<file path="src/rtl/sjf_pkg.sv">
// ----------------------------------------------------------------------------
// sjf_pkg
// Shared widths, limits and job record type for the job scheduler.
// ----------------------------------------------------------------------------
package sjf_pkg;

   localparam int MAX_JOBS = 512;
   localparam int IDX_W    = (MAX_JOBS > 1) ? $clog2(MAX_JOBS) : 1;
   localparam int CNT_W    = $clog2(MAX_JOBS + 1);

   localparam int ARR_W    = 16;
   localparam int RUN_W    = 16;
   localparam int TIME_W   = 26;
   localparam int TOT_W    = 35;
   localparam int MEAN_W   = 26;

   localparam int QDEPTH   = 4;
   localparam int QPTR_W   = $clog2(QDEPTH);

   typedef struct packed {
      logic [ARR_W-1:0] arrival;
      logic [RUN_W-1:0] run;
      logic             last;
   } job_type;

endpackage

</file>
<file path="src/rtl/sjf_front.sv">
// ----------------------------------------------------------------------------
// sjf_front
// Takes job transfers and buffers them in a short queue for the back end.
// ----------------------------------------------------------------------------
module sjf_front (
   input  logic                    clock,
   input  logic                    reset,
   input  logic                    req_valid,
   output logic                    req_ready,
   input  logic [15:0]             req_arrival_time,
   input  logic [15:0]             req_run_length,
   input  logic                    req_last_job,
   output logic                    q_valid,
   input  logic                    q_ready,
   output sjf_pkg::job_type        q_data
);

   sjf_pkg::job_type            fifo_ff [sjf_pkg::QDEPTH];
   logic [sjf_pkg::QPTR_W:0]    wr_ptr_ff, wr_ptr_in;
   logic [sjf_pkg::QPTR_W:0]    rd_ptr_ff, rd_ptr_in;
   logic                        push, pop, full, empty;

   assign empty = (wr_ptr_ff == rd_ptr_ff);
   assign full  = (wr_ptr_ff[sjf_pkg::QPTR_W] != rd_ptr_ff[sjf_pkg::QPTR_W]) &&
                  (wr_ptr_ff[sjf_pkg::QPTR_W-1:0] == rd_ptr_ff[sjf_pkg::QPTR_W-1:0]);

   assign req_ready = !full;
   assign q_valid   = !empty;
   assign q_data    = fifo_ff[rd_ptr_ff[sjf_pkg::QPTR_W-1:0]];
   assign push      = req_valid && !full;
   assign pop       = q_ready && !empty;
   assign wr_ptr_in = push ? wr_ptr_ff + 1'b1 : wr_ptr_ff;
   assign rd_ptr_in = pop ? rd_ptr_ff + 1'b1 : rd_ptr_ff;

   always_ff @(posedge clock) begin
      if (reset) begin
         wr_ptr_ff <= '0;
         rd_ptr_ff <= '0;
      end else begin
         wr_ptr_ff <= wr_ptr_in;
         rd_ptr_ff <= rd_ptr_in;
      end
   end

   always_ff @(posedge clock) begin
      if (push) begin
         fifo_ff[wr_ptr_ff[sjf_pkg::QPTR_W-1:0]] <= '{arrival: req_arrival_time,
                                                      run:     req_run_length,
                                                      last:    req_last_job};
      end
   end

endmodule

</file>
<file path="config.mk">
export PLATFORM = sky130hd
export DESIGN_NAME = sjf_front
export DESIGN_NICKNAME = d
export VERILOG_FILES = /design/src/rtl/sjf_pkg.sv /design/src/rtl/sjf_front.sv
export SDC_FILE = /design/constraint.sdc
export NUM_CORES = 1
export LEC_CHECK = 0
export ABC_AREA = 1
export BUFFER_PORTS_ARGS = -buffer_cell sky130_fd_sc_hd__buf_2
export CAP_MARGIN = 25
export CORE_UTILIZATION = 30
export DETAILED_ROUTE_END_ITERATION = 10
export SYNTH_ARGS = -nofsm -noshare
export SYNTH_HDL_FRONTEND = slang
export SYNTH_SLANG_ARGS = --single-unit
export TNS_END_PERCENT = 1
</file>
<file path="constraint.sdc">
create_clock -name clock -period 2.8 [get_ports clock]
set_input_delay 0.56 -clock clock [delete_from_list [all_inputs] [get_ports clock]]
set_output_delay 0.56 -clock clock [all_outputs]
set_load 0.05 [all_outputs]
</file>
==> metrics.txt, run 1 <==
worst path arrival time 2010 ps; Max IR drop VDD 0.391 mV; routability congestion estimate from global placement 0.696; slew at the pin closest to its max-slew limit 648 ps; Synth top cells by count edfxtp_1, nor2_1, o21ai_0, o22ai_1, o21ai_1; Top-Level Pins 72; LEAKAGE 2.39 nW; TritonCTS buffer count 17; hold wc startpoint req_run_length[4]; setup TNS 0 ps; GRT Overall Usage 0.131; chip width 136 um; Yosys warnings 0; number of flops mapped to enable cells by yosys 132; CTS Buffer Depth 2; top-count cell post-synth edfxtp_1; initial drt markers 193; post-synth top area cell edfxtp_1; Final Hold Vio Count 0; Max stage delay cell, worst path inv_2; final slew viol count 0; final setup fails 0; number of global-route vias before repair 3219; Clk pin slew, worst setup/hold paths 60 ps; synth-to-layout area growth 23.3%; initial antenna violation count 1; Avg Cell Area, Syn 13.8 um^2; first-pass GRT wire length 17.3 mm; CP Class flop to output port; Critical Path Max Stage Delay 370 ps; grt total ovfl 0; synth top area cells edfxtp_1, nor2_1, o21ai_0; pwr/cell area 890 mW/mm^2; TritonCTS Sinks 140; post-route ant nets 0; worst reg2reg path endpoint fifo_ff[3][31]; Period minus WS final 2570 ps; Die Y 136 um; WP data required 2240 ps; share of the synthesized area in the top cell type 0.731; Initial Utilization 0.310; via count 3336; Worst R2R Start wr_ptr_ff[0]; Synth Cell Area 0.00543 mm^2; fmax 389 MHz; CP bufs+invs 3; hold path cells 1; detailed placement HPWL 6.77 mm; clock latency on the worst-skew pair 420 ps; RSZ-0062 raised after global routing false; hold endpoint fifo_ff[1][5]; crit end category output port; status complete, no violations; Synth cell types 20; Core Area 0.0175 mm^2; Port Buf Inserts 71; Avg Vias per Cell 4.68; DRC Markers 0; worst-path maximum fanout 32; Synthesized Nets 435; WL final 11.6 mm; WL/cell 16.3 um; ys async rst share 0; Min-Delay Path Class input pin to flop; pin count of the biggest net entering global routing 67; num rows 48; TritonCTS clock tree built; Worst Skew 6.33 ps; ys flop type edfxtp_1; nets 516; clock root cell clkbuf_16; CP top delay family buffers and inverters; #FFs+latches synth 140; sequential element share of the synthesized area 0.760; layout cell share with drive strength beyond 1 0.267; H-Tree Depth 4; reg-to-reg slack, setup 940 ps; Mapped Cells 393; final core area utilization 0.383; critical-path cell list inv_2, buf_12, o21ai_0, o22ai_1, buf_2; max cap viols 0; crit share post-route 0.917; number of cells on the worst reg-to-reg path 7; Post-CTS Setup Bufs 0; die footprint 0.0186 mm^2; drt pass-1 iters 5; Rel. slew slack 0.567; CP Launch Type flop
[logic make-up after synthesis]
| logic type | count (synthesis) | share of synthesized area |
|---|---|---|
| AND/OR/NAND/NOR | 106 | 0.0844 |
| buffers and inverters | 37 | 0.0394 |
| flip-flops | 140 | 0.760 |
| adder cells (fa/ha/maj) | 5 | 0.0115 |
| AO/OA/AOI/OAI | 105 | 0.104 |
[through the flow]
| stage | instances | power (mW) | instance area [um^2] | hold WS (ps) | worst slack, ps |
|---|---|---|---|---|---|
| 2_1_floorplan | 393 | 3.32 | 5430 | 516 | 67.5 |
| 3_3_place_gp | 680 | 3.58 | 6040 | 531 | 637 |
| 3_5_place_dp | 680 | 3.60 | 6040 | 539 | 608 |
| 4_1_cts | 712 | 6.01 | 6680 | 335 | 135 |
| 5_1_grt | 712 | 6.17 | 6690 | 336 | 109 |
| 6_report | 713 | 5.95 | 6690 | 353 | 232 |
[registers in the layout, summed over array words and instances, names as in the netlist, named ones only]
| register | cells |
|---|---|
| fifo_ff | 132 |
| rd_ptr_ff | 3 |
| wr_ptr_ff | 3 |
[repair_timing]
item	4_1_cts	5_1_grt
hold buffers	0	0
setup endpoints to repair	0	1
gates resized for setup	0	1
[final cells by class]
type                       instances  area (um^2)
clock buffer                      17          425
clock inverter                    15          214
fill                            1638        10800
inverter                          17         63.8
timing repair buffer              82          467
sequential                       140         4130
tap                              225          282
multi-input combinational        216         1110
antenna                            1         2.50
[layout by cell type (no fill, tap or decap), types with 3 or more instances in the layout]
master | Yosys | routed
inv_6 | 0 | 3
a21oi_1 | 6 | 6
edfxtp_1 | 132 | 132
inv_1 | 14 | 13
buf_4 | 3 | 8
dfxtp_1 | 8 | 7
o21ai_0 | 48 | 48
clkinv_4 | 0 | 3
o22ai_1 | 33 | 33
o21ai_1 | 18 | 18
bufinv_16 | 0 | 4
inv_2 | 3 | 4
nand2_1 | 16 | 16
clkbuf_16 | 0 | 17
nor2_1 | 76 | 73
ha_1 | 5 | 5
buf_2 | 7 | 71
clkinvlp_4 | 0 | 4
nor2_4 | 0 | 3
nand2_2 | 4 | 4
nand3_1 | 6 | 6
[worst max-delay path by stage]
stage                  from            end  slack [ps]  cells past startpoint
5_1_grt                flop      q_data[3]         110                      5
2_1_floorplan  wr_ptr_ff[0]  fifo_ff[2][0]          70                      6
4_1_cts                flop      q_data[8]         140                      4
3_3_place_gp           flop     q_data[21]         640                      4
6_report               flop      q_data[8]         230                      5
3_5_place_dp           flop      q_data[8]         610                      4
[worst reg2reg max path, stage by stage, from the launching register on]
cell and delay [ps]:
dfxtp_1 450, inv_1 130, nand2_2 100, nand2_4 60, nand3_4 110, nand2_1 80
inv_2 390, buf_12 240
[layer usage]
layer / track usage / vias to the layer above / wire [um] / share of wire
met1: 0.158 / 1633 / 5200 / 0.45
li1: - / 1610 / - / -
met3: 0.0462 / 12 / 622 / 0.054
met5: 0 / - / 0 / 0
met4: 0.0543 / 0 / 126 / 0.011
met2: 0.211 / 81 / 5660 / 0.49
[power breakdown]
group / switching [mW] / leakage [nW] / internal (mW)
Combinational: 0.862 / 0.814 / 0.253
Sequential: 0.0307 / 1.28 / 2.40
Clock: 0.900 / 0.299 / 1.51
Total: 1.79 / 2.39 / 4.16
(Power assumes the default switching activity.)
==> run 2, diff against run 1 <==
--- a/config.mk
+++ b/config.mk
@@ -5,9 +5,10 @@
 export SDC_FILE = /design/constraint.sdc
 export NUM_CORES = 1
 export LEC_CHECK = 0
-export ABC_AREA = 1
+export ABC_AREA = 0
 export BUFFER_PORTS_ARGS = -buffer_cell sky130_fd_sc_hd__buf_2
 export CAP_MARGIN = 25
+export CORE_ASPECT_RATIO = 0.8
 export CORE_UTILIZATION = 30
 export DETAILED_ROUTE_END_ITERATION = 10
 export SYNTH_ARGS = -nofsm -noshare
==> run 2 against run 1 <==
Net effect:
- cell area fell by 0.90%
- total power is 30% higher
- highest routed layer unchanged
- first-iteration DRC count is 21% lower
- critical endpoint is now q_data[22]
- critical path type unchanged
- non-clock buffer count shrank 4
- largest cell class unchanged
- utilization is essentially flat
- maximum frequency increased by 0.78%
- via count decreased by 22%
- clock-buffer cell count did not move
- sequential share of layout area is 0.58 points higher
==> metrics.txt, run 2 <==
layout cell share with drive strength beyond 1 0.436 (was 0.267); worst-path maximum fanout 28 (was 32); Yosys warnings 0 (unchanged); final core area utilization 0.383 (about the same); WL final 10.0 mm (was 11.6 mm); CTS hold repair buffers 0 (unchanged); CP Launch Type flop (unchanged); Ant. Diodes 0 (was 1); number of cells on the worst reg-to-reg path 3 (was 7); CP Class flop to output port (unchanged); Port Buf Inserts 71 (unchanged); Final Hold Vio Count 0 (unchanged); #FFs+latches synth 140 (unchanged); critical-path cell list buf_12, mux4_2, buf_2 (was inv_2, buf_12, o21ai_0, o22ai_1, buf_2); RSZ-0062 raised after global routing false (unchanged); status complete, no violations (unchanged); Non-Filler Instances 567 (was 713); most frequent cells in the layout edfxtp_1, buf_2, mux4_2 (was edfxtp_1, nor2_1, buf_2); post-route ant nets 0 (unchanged); synth top area cells edfxtp_1, mux4_2, dfxtp_1 (was edfxtp_1, nor2_1, o21ai_0); fill count 1596 (was 1638); Avg Cell Area, Syn 21.9 um^2 (was 13.8 um^2); hold wc startpoint req_arrival_time[10] (was req_run_length[4]); chip width 151 um (was 136 um); worst path arrival time 1990 ps (was 2010 ps); Min-Delay Path Class input pin to flop (unchanged); hold path cells 1 (unchanged); setup TNS 0 ps (unchanged); Worst R2R Start wr_ptr_ff[1] (was wr_ptr_ff[0]); share of the synthesized area in the top cell type 0.746 (was 0.731); Synth cell types 26 (was 20); synth-to-layout area growth 24.7% (was 23.3%); WL/cell 17.7 um (was 16.3 um); Die Y 121 um (was 136 um); grt total ovfl 0 (unchanged); detailed placement HPWL 6.16 mm (was 6.77 mm); Rel. slew slack 0.376 (was 0.567); pwr/cell area 1160 mW/mm^2 (was 890 mW/mm^2); fmax 393 MHz (was 389 MHz); Synth top cells by count edfxtp_1, mux4_2, dfxtp_1, nand2_1, nand3_1 (was edfxtp_1, nor2_1, o21ai_0, o22ai_1, o21ai_1); final slew viol count 0 (unchanged); nets 371 (was 516); GRT Overall Usage 0.122 (was 0.131); WP data required 2240 ps (about the same); max reg flops 132 (unchanged); WHS 361 ps (was 353 ps); pin count of the biggest net entering global routing 34 (was 67); sequential element share of the synthesized area 0.776 (was 0.760); Synthesized Nets 285 (was 435); LEAKAGE 2.24 nW (was 2.39 nW); routability congestion estimate from global placement 0.691 (was 0.696); most common cell after layout, fill and taps aside edfxtp_1 (unchanged); crit share post-route 0.910 (was 0.917); post-synth top area cell edfxtp_1 (unchanged); TritonCTS clock tree built (unchanged); Core Area 0.0173 mm^2 (was 0.0175 mm^2); max cap viols 0 (unchanged); slew at the pin closest to its max-slew limit 936 ps (was 648 ps); Initial Utilization 0.307 (was 0.310); Period minus WS final 2550 ps (was 2570 ps); ys flop type edfxtp_1 (unchanged); H-Tree Depth 4 (unchanged); Placed Instances 535 (was 680); Max IR drop VDD 0.568 mV (was 0.391 mV); crit end category output port (unchanged); initial antenna violation count 0 (was 1); TritonCTS buffer count 17 (unchanged); top-count cell post-synth edfxtp_1 (unchanged); CTS Buffer Depth 2 (unchanged); clock root cell clkbuf_16 (unchanged); initial drt markers 153 (was 193); Avg Vias per Cell 4.61 (was 4.68); Worst Skew 8.73 ps (was 6.33 ps); final setup fails 0 (unchanged); Synth Cell Area 0.00532 mm^2 (was 0.00543 mm^2); Mapped Cells 243 (was 393); die footprint 0.0183 mm^2 (was 0.0186 mm^2); number of global-route vias before repair 2849 (was 3219); DRC Markers 0 (unchanged); Critical Path Max Stage Delay 580 ps (was 370 ps); CTS resizes 0 (unchanged); num rows 43 (was 48); Post-CTS Setup Bufs 0 (unchanged); drt pass-1 iters 4 (was 5); via count 2616 (was 3336); ys async rst share 0 (unchanged); first-pass GRT wire length 15.8 mm (was 17.3 mm); clock latency on the worst-skew pair 410 ps (was 420 ps); Clk pin slew, worst setup/hold paths 60 ps (about the same); Top-Level Pins 72 (unchanged); TritonCTS Sinks 140 (unchanged); Max stage delay cell, worst path mux4_2 (was inv_2); number of flops mapped to enable cells by yosys 132 (unchanged)
-- run 2: stage by stage --
stage | power (mW) | cell area, um^2 | worst slack (ps)
floorplan | 4.79 | 5320 | 520
global placement | 5.40 | 5990 | 612
detailed placement | 5.43 | 5990 | 520
CTS | 7.83 | 6630 | 183
global route | 8.06 | 6630 | 111
finish | 7.72 | 6630 | 252
-- run 2: cells by family after synthesis --
kind of cell	count (synthesis)	synth area share
muxes	33	0.140
AOI/OAI and AO/OA	16	0.0195
and+or+nand+nor	28	0.0294
DFF	140	0.776
adders and majority gates	5	0.0118
xor gates and xnor gates	6	0.00989
buffers and inverters	15	0.0139
-- run 2: per-layer routing --
layer / up-vias / global-route usage / part of all wire
met2: 80 / 0.182 / 0.46
met1: 1335 / 0.163 / 0.47
met4: 0 / 0.0381 / 0.0074
met3: 8 / 0.0474 / 0.064
met5: - / 0 / 0
li1: 1193 / - / -
-- run 2: final cells by class --
type                       count  area [um^2]  share of cell area
sequential                   140         4130               0.622
multi-input combinational     88         1130               0.171
timing repair buffer          78          433              0.0653
inverter                       4         15.0             0.00227
tap                          225          282              0.0425
clock inverter                15          214              0.0323
clock buffer                  17          425              0.0642
-- run 2: final timing paths --
kind,slack (ps),end
hold / removal,360,fifo_ff[3][27]
setup / recovery,250,q_data[22]
hold reg to reg,540,wr_ptr_ff[2]
setup reg to reg,550,fifo_ff[0][4]
-- run 2: power breakdown --
group          internal (mW)  switching [mW]  total [mW]  leakage, nW
Sequential              2.67           0.142        2.81         1.28
Combinational          0.766            1.76        2.52        0.649
Clock                   1.51           0.880        2.39        0.310
Total                   4.94            2.78        7.72         2.24
-- run 2: worst max-delay path, delay by kind of cell (launching register included) --
kind / cells / cell delay [ps]
DFF: 1 / 460
buffers and inverters: 2 / 520
muxes: 1 / 580
